### src/qhs_pkg.sv
// Types and constants shared by the quantized hard sigmoid block.
package qhs_pkg;

   // Field widths
   localparam int SAMPLE_W   = 8;
   localparam int SCALE_W    = 23;
   localparam int CSR_DATA_W = SCALE_W;

   // Fixed-point constants (Q15); the bias is 3.0, half the clamp range
   localparam int HALF_RANGE_Q15 = 98304;
   localparam int SIX_Q15        = 196608;
   localparam int Q15_SHIFT      = 15;

   // Divide by six: q = (y * RECIP_SIX) >> RECIP_SHIFT, exact for y < 2^19
   localparam int CLAMP_W     = 18;
   localparam int RECIP_SIX   = 174763;
   localparam int RECIP_SHIFT = 20;
   localparam int SIXTH_W     = 16;

   // Requantising divide: only eight quotient bits matter, anything larger saturates
   localparam int QUO_BITS   = 8;
   localparam int DIVIDEND_W = SIXTH_W + Q15_SHIFT;

   localparam int ACT_MAX = 127;
   localparam int ACT_MIN = -128;

   // Queue between front and back
   localparam int QUEUE_DEPTH = 4;
   localparam int QUEUE_AW    = $clog2(QUEUE_DEPTH);
   localparam int QUEUE_CW    = $clog2(QUEUE_DEPTH + 1);

   // Register reset values
   localparam logic [SAMPLE_W-1:0] ZERO_OFFSET_RST = '0;
   localparam logic [SCALE_W-1:0]  IN_SCALE_RST    = SCALE_W'(32768);
   localparam logic [SCALE_W-1:0]  OUT_SCALE_RST   = SCALE_W'(32768);

   typedef enum logic [1:0] {
      CSR_ZERO_OFFSET = 2'd0,
      CSR_IN_SCALE    = 2'd1,
      CSR_OUT_SCALE   = 2'd2
   } csr_index_type;

   typedef struct packed {
      logic signed [SAMPLE_W-1:0] sample;
      logic                       last_in;
   } req_type;

   typedef struct packed {
      logic signed [SAMPLE_W-1:0] activation;
      logic                       last_out;
   } rsp_type;

   typedef struct packed {
      logic signed [SAMPLE_W-1:0] zero_offset;
      logic [SCALE_W-1:0]         in_scale;
      logic [SCALE_W-1:0]         out_scale;
   } cfg_type;

   // Classified item handed from front to back
   typedef struct packed {
      logic [DIVIDEND_W-1:0] dividend;
      logic                  sat;
      logic                  last;
   } qent_type;

endpackage

### src/qhs_front.sv
// Front end: dequantise, offset, clamp, divide by six, classify saturation.
module qhs_front import qhs_pkg::*; (
   input  logic     clock,
   input  logic     reset,
   input  cfg_type  cfg,
   input  logic     req_valid,
   output logic     req_stall,
   input  req_type  req_payload,
   output logic     push,
   output qent_type push_data,
   input  logic     queue_full
);

   logic                      advance;
   logic signed [SAMPLE_W:0]  diff_in;
   logic signed [32:0]        prod_full;
   logic signed [31:0]        prod_in;
   logic [32:0]               sum_in;
   logic [CLAMP_W-1:0]        clamp_in;
   logic [35:0]               scaled_in;
   logic [SIXTH_W-1:0]        sixth_in;
   logic [DIVIDEND_W-1:0]     dividend_in;
   logic [DIVIDEND_W-1:0]     limit_in;
   qent_type                  entry_in;

   logic                      s1_valid_ff, s2_valid_ff, s3_valid_ff, s4_valid_ff;
   logic signed [31:0]        s1_prod_ff;
   logic                      s1_last_ff, s2_last_ff, s3_last_ff;
   logic [CLAMP_W-1:0]        s2_clamp_ff;
   logic [SIXTH_W-1:0]        s3_sixth_ff;
   qent_type                  s4_entry_ff;

   assign advance   = !(s4_valid_ff && queue_full);
   assign req_stall = !advance;
   assign push      = s4_valid_ff && !queue_full;
   assign push_data = s4_entry_ff;

   // stage 1: (sample - zero point) * input scale
   assign diff_in   = $signed({req_payload.sample[SAMPLE_W-1], req_payload.sample})
                    - $signed({cfg.zero_offset[SAMPLE_W-1], cfg.zero_offset});
   assign prod_full = diff_in * $signed({1'b0, cfg.in_scale});
   assign prod_in   = prod_full[31:0];

   // stage 2: add 3.0 and clamp to [0, 6.0]
   assign sum_in = {s1_prod_ff[31], s1_prod_ff} + 33'(HALF_RANGE_Q15);
   always_comb begin
      if (sum_in[32]) begin
         clamp_in = '0;
      end else if (sum_in > 33'(SIX_Q15)) begin
         clamp_in = CLAMP_W'(SIX_Q15);
      end else begin
         clamp_in = sum_in[CLAMP_W-1:0];
      end
   end

   // stage 3: divide by six via reciprocal
   assign scaled_in = 36'(s2_clamp_ff) * 36'(RECIP_SIX);
   assign sixth_in  = scaled_in[RECIP_SHIFT +: SIXTH_W];

   // stage 4: shift to Q15 dividend, flag quotients of 256 and up
   assign dividend_in = {s3_sixth_ff, {Q15_SHIFT{1'b0}}};
   assign limit_in    = {cfg.out_scale, {QUO_BITS{1'b0}}};
   assign entry_in    = '{dividend: dividend_in,
                          sat:      (dividend_in >= limit_in),
                          last:     s3_last_ff};

   always_ff @(posedge clock) begin
      if (reset) begin
         s1_valid_ff <= 1'b0;
         s2_valid_ff <= 1'b0;
         s3_valid_ff <= 1'b0;
         s4_valid_ff <= 1'b0;
      end else if (advance) begin
         s1_valid_ff <= req_valid;
         s2_valid_ff <= s1_valid_ff;
         s3_valid_ff <= s2_valid_ff;
         s4_valid_ff <= s3_valid_ff;
      end
   end

   always_ff @(posedge clock) begin
      if (advance) begin
         s1_prod_ff  <= prod_in;
         s1_last_ff  <= req_payload.last_in;
         s2_clamp_ff <= clamp_in;
         s2_last_ff  <= s1_last_ff;
         s3_sixth_ff <= sixth_in;
         s3_last_ff  <= s2_last_ff;
         s4_entry_ff <= entry_in;
      end
   end

endmodule

### src/qhs_queue.sv
// Short FIFO between the front and back ends.
module qhs_queue import qhs_pkg::*; (
   input  logic     clock,
   input  logic     reset,
   input  logic     push,
   input  qent_type push_data,
   output logic     full,
   input  logic     pop,
   output qent_type pop_data,
   output logic     empty
);

   qent_type              slot_ff [QUEUE_DEPTH];
   logic [QUEUE_AW-1:0]   wr_ptr_ff, wr_ptr_in;
   logic [QUEUE_AW-1:0]   rd_ptr_ff, rd_ptr_in;
   logic [QUEUE_CW-1:0]   count_ff, count_in;

   assign full     = (count_ff == QUEUE_CW'(QUEUE_DEPTH));
   assign empty    = (count_ff == '0);
   assign pop_data = slot_ff[rd_ptr_ff];

   always_comb begin
      wr_ptr_in = wr_ptr_ff;
      rd_ptr_in = rd_ptr_ff;
      count_in  = count_ff;
      if (push) begin
         wr_ptr_in = (wr_ptr_ff == QUEUE_AW'(QUEUE_DEPTH - 1)) ? '0 : wr_ptr_ff + 1'b1;
      end
      if (pop) begin
         rd_ptr_in = (rd_ptr_ff == QUEUE_AW'(QUEUE_DEPTH - 1)) ? '0 : rd_ptr_ff + 1'b1;
      end
      case ({push, pop})
         2'b10:   count_in = count_ff + 1'b1;
         2'b01:   count_in = count_ff - 1'b1;
         default: count_in = count_ff;
      endcase
   end

   always_ff @(posedge clock) begin
      if (reset) begin
         wr_ptr_ff <= '0;
         rd_ptr_ff <= '0;
         count_ff  <= '0;
      end else begin
         wr_ptr_ff <= wr_ptr_in;
         rd_ptr_ff <= rd_ptr_in;
         count_ff  <= count_in;
      end
   end

   always_ff @(posedge clock) begin
      if (push) begin
         slot_ff[wr_ptr_ff] <= push_data;
      end
   end

endmodule

### src/qhs_back.sv
// Back end: pipelined restoring divide by the output scale, offset, saturate.
module qhs_back import qhs_pkg::*; (
   input  logic     clock,
   input  logic     reset,
   input  cfg_type  cfg,
   input  logic     empty,
   input  qent_type pop_data,
   output logic     pop,
   output logic     rsp_valid,
   input  logic     rsp_stall,
   output rsp_type  rsp_payload
);

   typedef struct packed {
      logic [DIVIDEND_W-1:0] rem;
      logic [QUO_BITS-1:0]   quo;
      logic                  sat;
      logic                  last;
   } div_stage_type;

   div_stage_type         st_ff   [QUO_BITS+1];
   div_stage_type         step_in [QUO_BITS];
   logic [QUO_BITS:0]     st_valid_ff;
   logic                  rsp_valid_ff;
   rsp_type               rsp_payload_ff, rsp_payload_in;
   logic                  advance;
   logic [SAMPLE_W+1:0]   sum_in;

   assign advance     = !(rsp_valid_ff && rsp_stall);
   assign pop         = !empty && advance;
   assign rsp_valid   = rsp_valid_ff;
   assign rsp_payload = rsp_payload_ff;

   // one quotient bit per stage, most significant first
   for (genvar j = 0; j < QUO_BITS; j++) begin : g_step
      logic [DIVIDEND_W-1:0] divisor;
      logic                  fits;
      assign divisor    = DIVIDEND_W'(cfg.out_scale) << (QUO_BITS - 1 - j);
      assign fits       = (st_ff[j].rem >= divisor);
      assign step_in[j] = '{rem:  fits ? st_ff[j].rem - divisor : st_ff[j].rem,
                            quo:  {st_ff[j].quo[QUO_BITS-2:0], fits},
                            sat:  st_ff[j].sat,
                            last: st_ff[j].last};
   end

   // add zero point and saturate
   assign sum_in = {2'b00, st_ff[QUO_BITS].quo}
                 + {{2{cfg.zero_offset[SAMPLE_W-1]}}, cfg.zero_offset};
   always_comb begin
      rsp_payload_in.last_out = st_ff[QUO_BITS].last;
      if (st_ff[QUO_BITS].sat || ($signed(sum_in) > $signed((SAMPLE_W+2)'(ACT_MAX)))) begin
         rsp_payload_in.activation = SAMPLE_W'(ACT_MAX);
      end else if ($signed(sum_in) < $signed((SAMPLE_W+2)'(ACT_MIN))) begin
         rsp_payload_in.activation = SAMPLE_W'(ACT_MIN);
      end else begin
         rsp_payload_in.activation = sum_in[SAMPLE_W-1:0];
      end
   end

   always_ff @(posedge clock) begin
      if (reset) begin
         st_valid_ff  <= '0;
         rsp_valid_ff <= 1'b0;
      end else if (advance) begin
         st_valid_ff  <= {st_valid_ff[QUO_BITS-1:0], pop};
         rsp_valid_ff <= st_valid_ff[QUO_BITS];
      end
   end

   always_ff @(posedge clock) begin
      if (advance) begin
         st_ff[0] <= '{rem: pop_data.dividend, quo: '0,
                       sat: pop_data.sat, last: pop_data.last};
         for (int j = 0; j < QUO_BITS; j++) begin
            st_ff[j+1] <= step_in[j];
         end
         rsp_payload_ff <= rsp_payload_in;
      end
   end

endmodule

### src/quantized_hard_sigmoid_int8.sv
// Top level of the quantized int8 hard sigmoid.
//
// Streams signed 8-bit samples, one beat per cycle unless stalled, and returns one
// int8 hard sigmoid beat per sample in order, last marker copied across. Sustained
// rate is one beat per clock while rsp_stall stays low. A request beat passes through
// four front stages (dequantising multiply, offset and clamp, reciprocal divide by
// six, saturation check), a slot of the four-entry queue and ten back stages (a load
// register, an eight-step restoring divide by out_scale, one bit per stage, then
// offset and saturate into the output register). Up to 18 beats can be in flight.
// The front and back only stall each other through the queue.
// Registers (csr_index): 0 zero_offset, 1 in_scale, 2 out_scale; other indices
// are ignored. csr_ready is always high. Write registers only when the block is
// idle. An out_scale of zero gives 127.
module quantized_hard_sigmoid_int8 import qhs_pkg::*; (
   input  logic                  clock,
   input  logic                  reset,
   input  logic                  req_valid,
   output logic                  req_stall,
   input  req_type               req_payload,
   output logic                  rsp_valid,
   input  logic                  rsp_stall,
   output rsp_type               rsp_payload,
   input  logic                  csr_valid,
   output logic                  csr_ready,
   input  logic [1:0]            csr_index,
   input  logic [CSR_DATA_W-1:0] csr_data
);

   cfg_type  cfg_ff;
   logic     push, pop, queue_full, queue_empty;
   qent_type push_data, pop_data;

   assign csr_ready = 1'b1;

   // register file
   always_ff @(posedge clock) begin
      if (reset) begin
         cfg_ff.zero_offset <= ZERO_OFFSET_RST;
         cfg_ff.in_scale    <= IN_SCALE_RST;
         cfg_ff.out_scale   <= OUT_SCALE_RST;
      end else if (csr_valid && csr_ready) begin
         case (csr_index)
            CSR_ZERO_OFFSET: cfg_ff.zero_offset <= csr_data[SAMPLE_W-1:0];
            CSR_IN_SCALE:    cfg_ff.in_scale    <= csr_data;
            CSR_OUT_SCALE:   cfg_ff.out_scale   <= csr_data;
            default:         ;
         endcase
      end
   end

   qhs_front u_front (
      .clock       (clock),
      .reset       (reset),
      .cfg         (cfg_ff),
      .req_valid   (req_valid),
      .req_stall   (req_stall),
      .req_payload (req_payload),
      .push        (push),
      .push_data   (push_data),
      .queue_full  (queue_full)
   );

   qhs_queue u_queue (
      .clock     (clock),
      .reset     (reset),
      .push      (push),
      .push_data (push_data),
      .full      (queue_full),
      .pop       (pop),
      .pop_data  (pop_data),
      .empty     (queue_empty)
   );

   qhs_back u_back (
      .clock       (clock),
      .reset       (reset),
      .cfg         (cfg_ff),
      .empty       (queue_empty),
      .pop_data    (pop_data),
      .pop         (pop),
      .rsp_valid   (rsp_valid),
      .rsp_stall   (rsp_stall),
      .rsp_payload (rsp_payload)
   );

endmodule

### config.mk
export PLATFORM = sky130hd
export DESIGN_NAME = quantized_hard_sigmoid_int8
export DESIGN_NICKNAME = d
export VERILOG_FILES = /design/src/qhs_pkg.sv /design/src/qhs_front.sv /design/src/qhs_queue.sv /design/src/qhs_back.sv /design/src/quantized_hard_sigmoid_int8.sv
export SDC_FILE = /design/constraint.sdc
export NUM_CORES = 2
export LEC_CHECK = 0
export ABC_CLOCK_PERIOD_IN_PS = 16730
export BUFFER_PORTS_ARGS = -buffer_cell sky130_fd_sc_hd__buf_2
export CELL_PAD_IN_SITES_DETAIL_PLACEMENT = 1
export CELL_PAD_IN_SITES_GLOBAL_PLACEMENT = 1
export CORE_AREA = 4 4 270 272
export DETAILED_ROUTE_END_ITERATION = 8
export DIE_AREA = 0 0 274 276
export GPL_TIMING_DRIVEN = 0
export MAX_ROUTING_LAYER = met4
export PLACE_DENSITY = 0.93
export SYNTH_ARGS = -nofsm -noshare
export SYNTH_HDL_FRONTEND = slang
export SYNTH_SLANG_ARGS = --single-unit
### constraint.sdc
create_clock -name clock -period 16.73 [get_ports clock]
set_input_delay 2.5095 -clock clock [delete_from_list [all_inputs] [get_ports clock]]
set_output_delay 2.5095 -clock clock [all_outputs]
set_load 0.05 [all_outputs]
# ---- Word-level counts from Yosys, hierarchy flattened
# Memory sizes are Yosys's and may differ from the RTL's. A register that Yosys moved wholly into a read port is not among the register bits.
# Cells that the tools add are included.
dict set report word_totals {
  regBits 171
  word_cells 95
  output_inout_bits 12
  mem_count 2
  ram_bits 441
  inputBits 39
}
# memory depth word_bits rd rd_ports_with_merged_regs wr line_no
set mem_list {}
lappend mem_list {u_back.st_ff 9 41 9 0 9 qhs_back.sv:21} ;# div_stage_type st_ff [QUO_BITS+1];
lappend mem_list {u_queue.slot_ff 4 18 1 1 1 qhs_queue.sv:13} ;# qent_type slot_ff [QUEUE_DEPTH];
dict set report op_classes {
  reduce_logical 15
  n_mul 2
  eq_ne 7
  order_cmp 12
  mux 18
  add_sub_neg 15
}
# operator n
set op_table {}
lappend op_table {{$mux 31} 8}
lappend op_table {{$mul 18x18->36 const B} 1}
lappend op_table {{$add 32x18->33 const B} 1}
lappend op_table {{$gt 33x18->1 const B} 1}
lappend op_table {{$mul 9x24->32} 1}
lappend op_table {{$ge 31x23->1} 1}
lappend op_table {{$ge 31x24->1} 1}
lappend op_table {{$ge 31x25->1} 1}
lappend op_table {{$ge 31x26->1} 1}
lappend op_table {{$ge 31x27->1} 1}
lappend op_table {{$ge 31x28->1} 1}
lappend op_table {{$ge 31x29->1} 1}
lappend op_table {{$ge 31x30->1} 1}
lappend op_table {{$ge 31x31->1} 1}
lappend op_table {{$sub 31x23->31} 1}
lappend op_table {{$sub 31x24->31} 1}
lappend op_table {{$sub 31x25->31} 1}
lappend op_table {{$sub 31x26->31} 1}
lappend op_table {{$sub 31x27->31} 1}
lappend op_table {{$sub 31x28->31} 1}
lappend op_table {{$sub 31x29->31} 1}
lappend op_table {{$sub 31x30->31} 1}
lappend op_table {{$mux 18} 1}
lappend op_table {{$add 9x8->10} 1}
lappend op_table {{21 further kinds} 38}

# ---- Logic depth before layout (Yosys ltp)
dict set report depth {
  word_depth 5
  depth_mapped 31
  depth_no_buf 30
}

# ---- Hierarchy
# From an unflattened synthesis, not the netlist that was laid out.
dict set report unflattened {
  cells_unflattened 4032
  area_unflattened_um2 44899.3
}
# module area_per_inst_um2 seq_area_each_um2 cells_each n_inst
set by_module_without_submodules {}
lappend by_module_without_submodules {qhs_back 20862.5 9539.1 1967 1}
lappend by_module_without_submodules {qhs_front 16563.4 2692.6 1640 1}
lappend by_module_without_submodules {qhs_queue 5256.3 4144.0 221 1}
lappend by_module_without_submodules {quantized_hard_sigmoid_int8 2217.1 1081.0 204 1}

# ---- Least setup slack after synthesis
# Ideal clock, no wire load.
dict set report synth_path {
  path_kind {input to register}
  start {input port rsp_stall}
  end {register, netlist name u_back.rsp_payload[0]}
  cell_stages 2
  arrival_ns 7.607
  setup_time_ns 2.299
  required_ns 14.431
  path_slack_ns 6.824
  path_buffers 0
  cell_sequence {and2_1 -> clkinv_1}
}
dict set report synth_between {
  elab_chain_len 1
}
# element line_no
set synth_rtl {}
lappend synth_rtl {{start, declared} quantized_hard_sigmoid_int8.sv:21} ;# input logic rsp_stall,
lappend synth_rtl {{$logic_and 1x1->1} qhs_back.sv:29} ;# assign advance = !(rsp_valid_ff && rsp_stall);
# Every way passes these cells.
# A chain may end at the register's enable or synchronous reset.

# ---- Worst setup path in the final report
dict set report layout_path {
  start {input port req_payload[1] (netlist bit)}
  end {register u_front.s1_prod_ff[31] (data pin)}
}
dict set report layout_between {
  elab_chain_len 2
}
# element line_no
set layout_rtl {}
lappend layout_rtl {{start, declared} quantized_hard_sigmoid_int8.sv:19} ;# input req_type req_payload,
lappend layout_rtl {{$sub 8x8->9} qhs_front.sv:40} ;# - $signed({cfg.zero_offset[SAMPLE_W-1], cfg.zero_offset});
lappend layout_rtl {{$mul 9x24->32} qhs_front.sv:41} ;# assign prod_full = diff_in * $signed({1'b0, cfg.in_scale});
lappend layout_rtl {{named net u_front.prod_full[31]} qhs_front.sv:16} ;# logic signed [32:0] prod_full;
lappend layout_rtl {{end signal, assigned} qhs_front.sv:83} ;# s1_prod_ff <= prod_in;
lappend layout_rtl {{end, declared} qhs_front.sv:27} ;# logic signed [31:0] s1_prod_ff;
# The timed path passes the listed nets, and every way through them passes these cells.

==> impl_metrics.env <==
export IMPL_postSynth_asyncResetShare_pct=0
export IMPL_cts_buffers_inserted=57
export IMPL_ys_ff_latch=504
export IMPL_io_pins=51
export IMPL_setup_worst_path_end="u_front.s1_prod_ff[31]"
export IMPL_syn_nets=4540
export IMPL_max_freq_mhz=91.38
export IMPL_power_frac_clock_pct=18.8
export IMPL_switching_share_pct=43.69
export IMPL_cap_violations=1
export IMPL_detail_route_drc_violations=0
export IMPL_clk_insertion_delay_late_ns=0.70
export IMPL_placed_cells=4784
export IMPL_drive_gt1_share_pct=6.271
export IMPL_timing_slew_headroom_pct=2.270
export IMPL_hold_viol_final=0
export IMPL_post_dp_cell_area_sq_um=41540
export IMPL_reported_leakage_power_nw=18.85
export IMPL_critical_path_startpoint="req_payload[1]"
export IMPL_setup_violations_final=0
export IMPL_clock_root_buffer="clkbuf_16"
export IMPL_timing_max_transition_violations_final=0
export IMPL_net_switching_power_w=0.003182
export IMPL_place_port_buffers=48
export IMPL_timing_critical_path_from_type="primary input"
export IMPL_grtUsageTotal_pct=41.54
export IMPL_finalNonFillerCells=4896
export IMPL_design_die_area_sq_um=75620
export IMPL_timing_final_crit_share_pct=65.41
export IMPL_seq_area_frac_synth_pct=35.89
export IMPL_starting_density_of_the_core_pct=56.57
export IMPL_fin_total_pwr_w=0.007283
export IMPL_postSynthAreaPerCell_sq_um=10.58
export IMPL_min_delay_path_class="flop to flop"
export IMPL_total_power_density_per_cell_area_nw_per_um2=167.4
export IMPL_synth_cell_type_count=94
export IMPL_drt_iter0_drc=3928
export IMPL_worst_endpoint_arrival_ns=11.28
export IMPL_die_width_um=274
export IMPL_drt_total_wl_mm=154.2
export IMPL_grt_antenna_before_repair=6
export IMPL_cts_hold_fix_buffers=0
export IMPL_detailed_place_hpwl_mm=101.1
export IMPL_rsz_0062_raised_after_global_routing="no"
export IMPL_clock_path_buffers=3
export IMPL_first_global_vias=37380
export IMPL_synth_enable_flop_cells=427
export IMPL_tightest_slew_ns=1.429
export IMPL_p_int_w=0.004101
export IMPL_routabilityCongestion=0.9100
export IMPL_core_area_sq_um=70750
export IMPL_cts_clk_slew_worst_paths_ns=0.07
export IMPL_cts_resized=0
export IMPL_clock_sinks=504
export IMPL_worst_setup_path_type="primary input to flop"
export IMPL_dr_wl_cell_um=31.49
export IMPL_syn_area_sq_um=40020
export IMPL_first_pass_iters=7
export IMPL_die_h_um=276
export IMPL_reg2reg_depth=28
export IMPL_rows=98
export IMPL_worstSetupEndpointType="flop"
export IMPL_tritoncts_clock_tree="done"
export IMPL_yosys_warnings=0
export IMPL_final_net_count=4650
export IMPL_peak_fanout_along_the_critical_path=10
export IMPL_cts_post_setup_buffers_inserted=0
export IMPL_regToRegStartpoint="cfg_ff[46]"
export IMPL_wire_length_of_the_first_global_routing_pass_mm=231.7
export IMPL_final_tns_setup_ns=0
export IMPL_ir_worst_vdd_mv=0.09303
export IMPL_worst_ep_required_time_ns=17.07
export IMPL_cp_slowest_stage_delay_ns=0.75
export IMPL_detail_route_vias_per_cell=6.869
export IMPL_grt_max_degree=103
export IMPL_vias=33630
export IMPL_finalCoreUtilization_pct=61.51
export IMPL_finish_instance_area_sq_um=43520
export IMPL_h_tree_depth=2
export IMPL_crit_path_top_delay_cell="a31oi_1"
export IMPL_reg2reg_setup_slack_ns=7.23
export IMPL_cpMostUsedCell="fa_1"
export IMPL_combinationalPowerShare_pct=49.7
export IMPL_layout_area_overhead_vs_synth_pct=8.729
export IMPL_finalClockSkew_ns=0.1012
export IMPL_finalWorstPathRequiredPeriod_ns=10.94
export IMPL_gr_total_overflow=0
export IMPL_timing_rr_end="u_front.s1_prod_ff[31]"
export IMPL_sequentialPowerShare_pct=31.5
export IMPL_run_status="finished, violations left"
export IMPL_postSynthCellCount=3783
export IMPL_failed_checks="capacitance limit"
export IMPL_number_of_nets_still_failing_antenna_checks_after_routing=0
export IMPL_yosys_most_used_dff="edfxtp_1"
[metal layers]
metal	track usage, %	routed length (um)	vias to the layer above	part of all wire (%)
li1	-	-	13470	-
met1	44.23	50940	16480	33
met2	67.08	73470	2620	48
met3	9.633	14710	1069	9.5
met4	31.48	15040	0	9.8
met5	-	0	-	0
[power by group through the flow]
stage          Combinational [W]  Clock [W]  Sequential, W
6_report                 0.00362    0.00137        0.00229
5_1_grt                  0.00384    0.00141        0.00230
4_1_cts                  0.00348    0.00135        0.00227
3_5_place_dp             0.00326          0        0.00226
3_3_place_gp             0.00300          0        0.00223
2_1_floorplan            0.00237          0        0.00212
[critical path, delay by kind of cell]
| family | cells | cell delay, ns |
|---|---|---|
| compound gates | 11 | 3.24 |
| xor+xnor | 1 | 0.10 |
| fa+ha+maj | 8 | 3.71 |
| buf+inv | 6 | 0.94 |
| simple gates | 4 | 0.77 |
[cells in the mapped netlist, drive strengths merged (6+ instances only)]
master   count  share of area, %
ha         450                14
edfxtp     427                32
inv        417               3.9
nand2      315               3.0
fa         268                13
a21oi      255               3.2
nor2       213               2.0
o21ai      150               1.9
and2       128               2.0
xnor2      123               2.7
a21o        92               1.7
xor2        91               2.0
dfxtp       77               3.9
nand2b      77               1.2
clkbuf      67              0.63
nor3        60              0.78
nor2b       47              0.73
o21a        44              0.83
nand3       37              0.46
mux2        34              0.96
buf         30              0.37
nand4       30              0.47
o21bai      27              0.51
and3        26              0.41
a31oi       21              0.33
a211oi      20              0.41
mux4        18               1.0
o31ai       18              0.36
nor4        17              0.32
a21boi      16              0.30
o211ai      15              0.29
or3         15              0.23
mux2i       14              0.35
or2         14              0.22
a2111oi     10              0.30
o31a        10              0.22
nor3b        9              0.17
o2111ai      9              0.21
a211o        7              0.15
a311oi       6              0.15
a31o         6              0.13
nand3b       6              0.11
o22ai        6             0.094
o311ai       6              0.18
o41ai        6              0.24
[stage by stage]
step           worst slack (ns)  hold slack, ns
4_1_cts                   5.990          0.3972
2_1_floorplan             6.824          0.4003
6_report                  5.786          0.3945
3_3_place_gp              3.902          0.4004
3_5_place_dp              5.620          0.4068
5_1_grt                   5.396          0.4133
[area by class of cell]
class | count | area (sq um)
antenna | 7 | 17.52
buffer | 97 | 397.9
clock buffer | 77 | 1553
clock inverter | 28 | 404.1
fill | 7505 | 27230
inverter | 418 | 1577
multi-input combinational | 2764 | 23690
sequential | 504 | 14360
tap | 950 | 1189
timing repair buffer | 51 | 322.8
[flip-flops by register name, indices dropped and copies added, names as in the netlist, named ones only]
| signal | cells |
|---|---|
| u_front.s2_last_ff | 1 |
| u_front.s1_valid_ff | 1 |
| u_queue.count_ff | 3 |
| u_queue.rd_ptr_ff | 2 |
| u_front.s2_valid_ff | 1 |
| u_front.push_data | 18 |
| cfg_ff | 54 |
| u_front.s3_valid_ff | 1 |
| u_front.s3_last_ff | 1 |
| u_front.s1_prod_ff | 32 |
| u_back.rsp_payload | 9 |
| u_back.st_valid_ff | 9 |
| u_front.s4_valid_ff | 1 |
| u_queue.wr_ptr_ff | 2 |
| u_back.rsp_valid | 1 |
| u_queue.slot_ff | 72 |
| u_front.s1_last_ff | 1 |
| u_front.s3_sixth_ff | 16 |
| u_front.s2_clamp_ff | 18 |
| u_back.st_ff | 259 |
[cell families after synthesis]
group / synth area share (%)
buffers and inverters: 4.915
other: 0.009370
xor gates and xnor gates: 4.683
and+or+nand+nor: 12.38
adders and majority gates: 27.47
muxes: 2.320
AOI/OAI and AO/OA: 12.33
DFF: 35.89
[cells in the final DEF (no fill, tap or decap), types with 66 or more instances in the layout]
cell type and count:
a21oi_1 254, xnor2_1 123, buf_2 66, edfxtp_1 427
fa_1 268, clkbuf_1 83, o21ai_0 141, nand2b_1 76
inv_1 415, a21o_1 92, and2_1 128, dfxtp_1 77
ha_1 450, nand2_1 315, xor2_1 91, nor2_1 212
[how the worst min path moves through the flow]
stage	slack, ns	endpoint	cells after the start	startpoint
after floorplan	0.40	u_back.rsp_payload[0]	0	u_back.st_ff[0][328]
after global placement	0.40	u_back.st_ff[0][328]	0	u_back.st_ff[0][287]
after detailed placement	0.41	u_back.st_ff[0][293]	0	u_back.st_ff[0][251]
after CTS	0.40	u_back.st_ff[0][168]	0	u_back.st_ff[0][126]
after global routing	0.41	u_back.st_ff[0][168]	0	u_back.st_ff[0][126]
final	0.39	u_back.st_ff[0][168]	0	u_back.st_ff[0][126]
(Power assumes the default switching activity.)
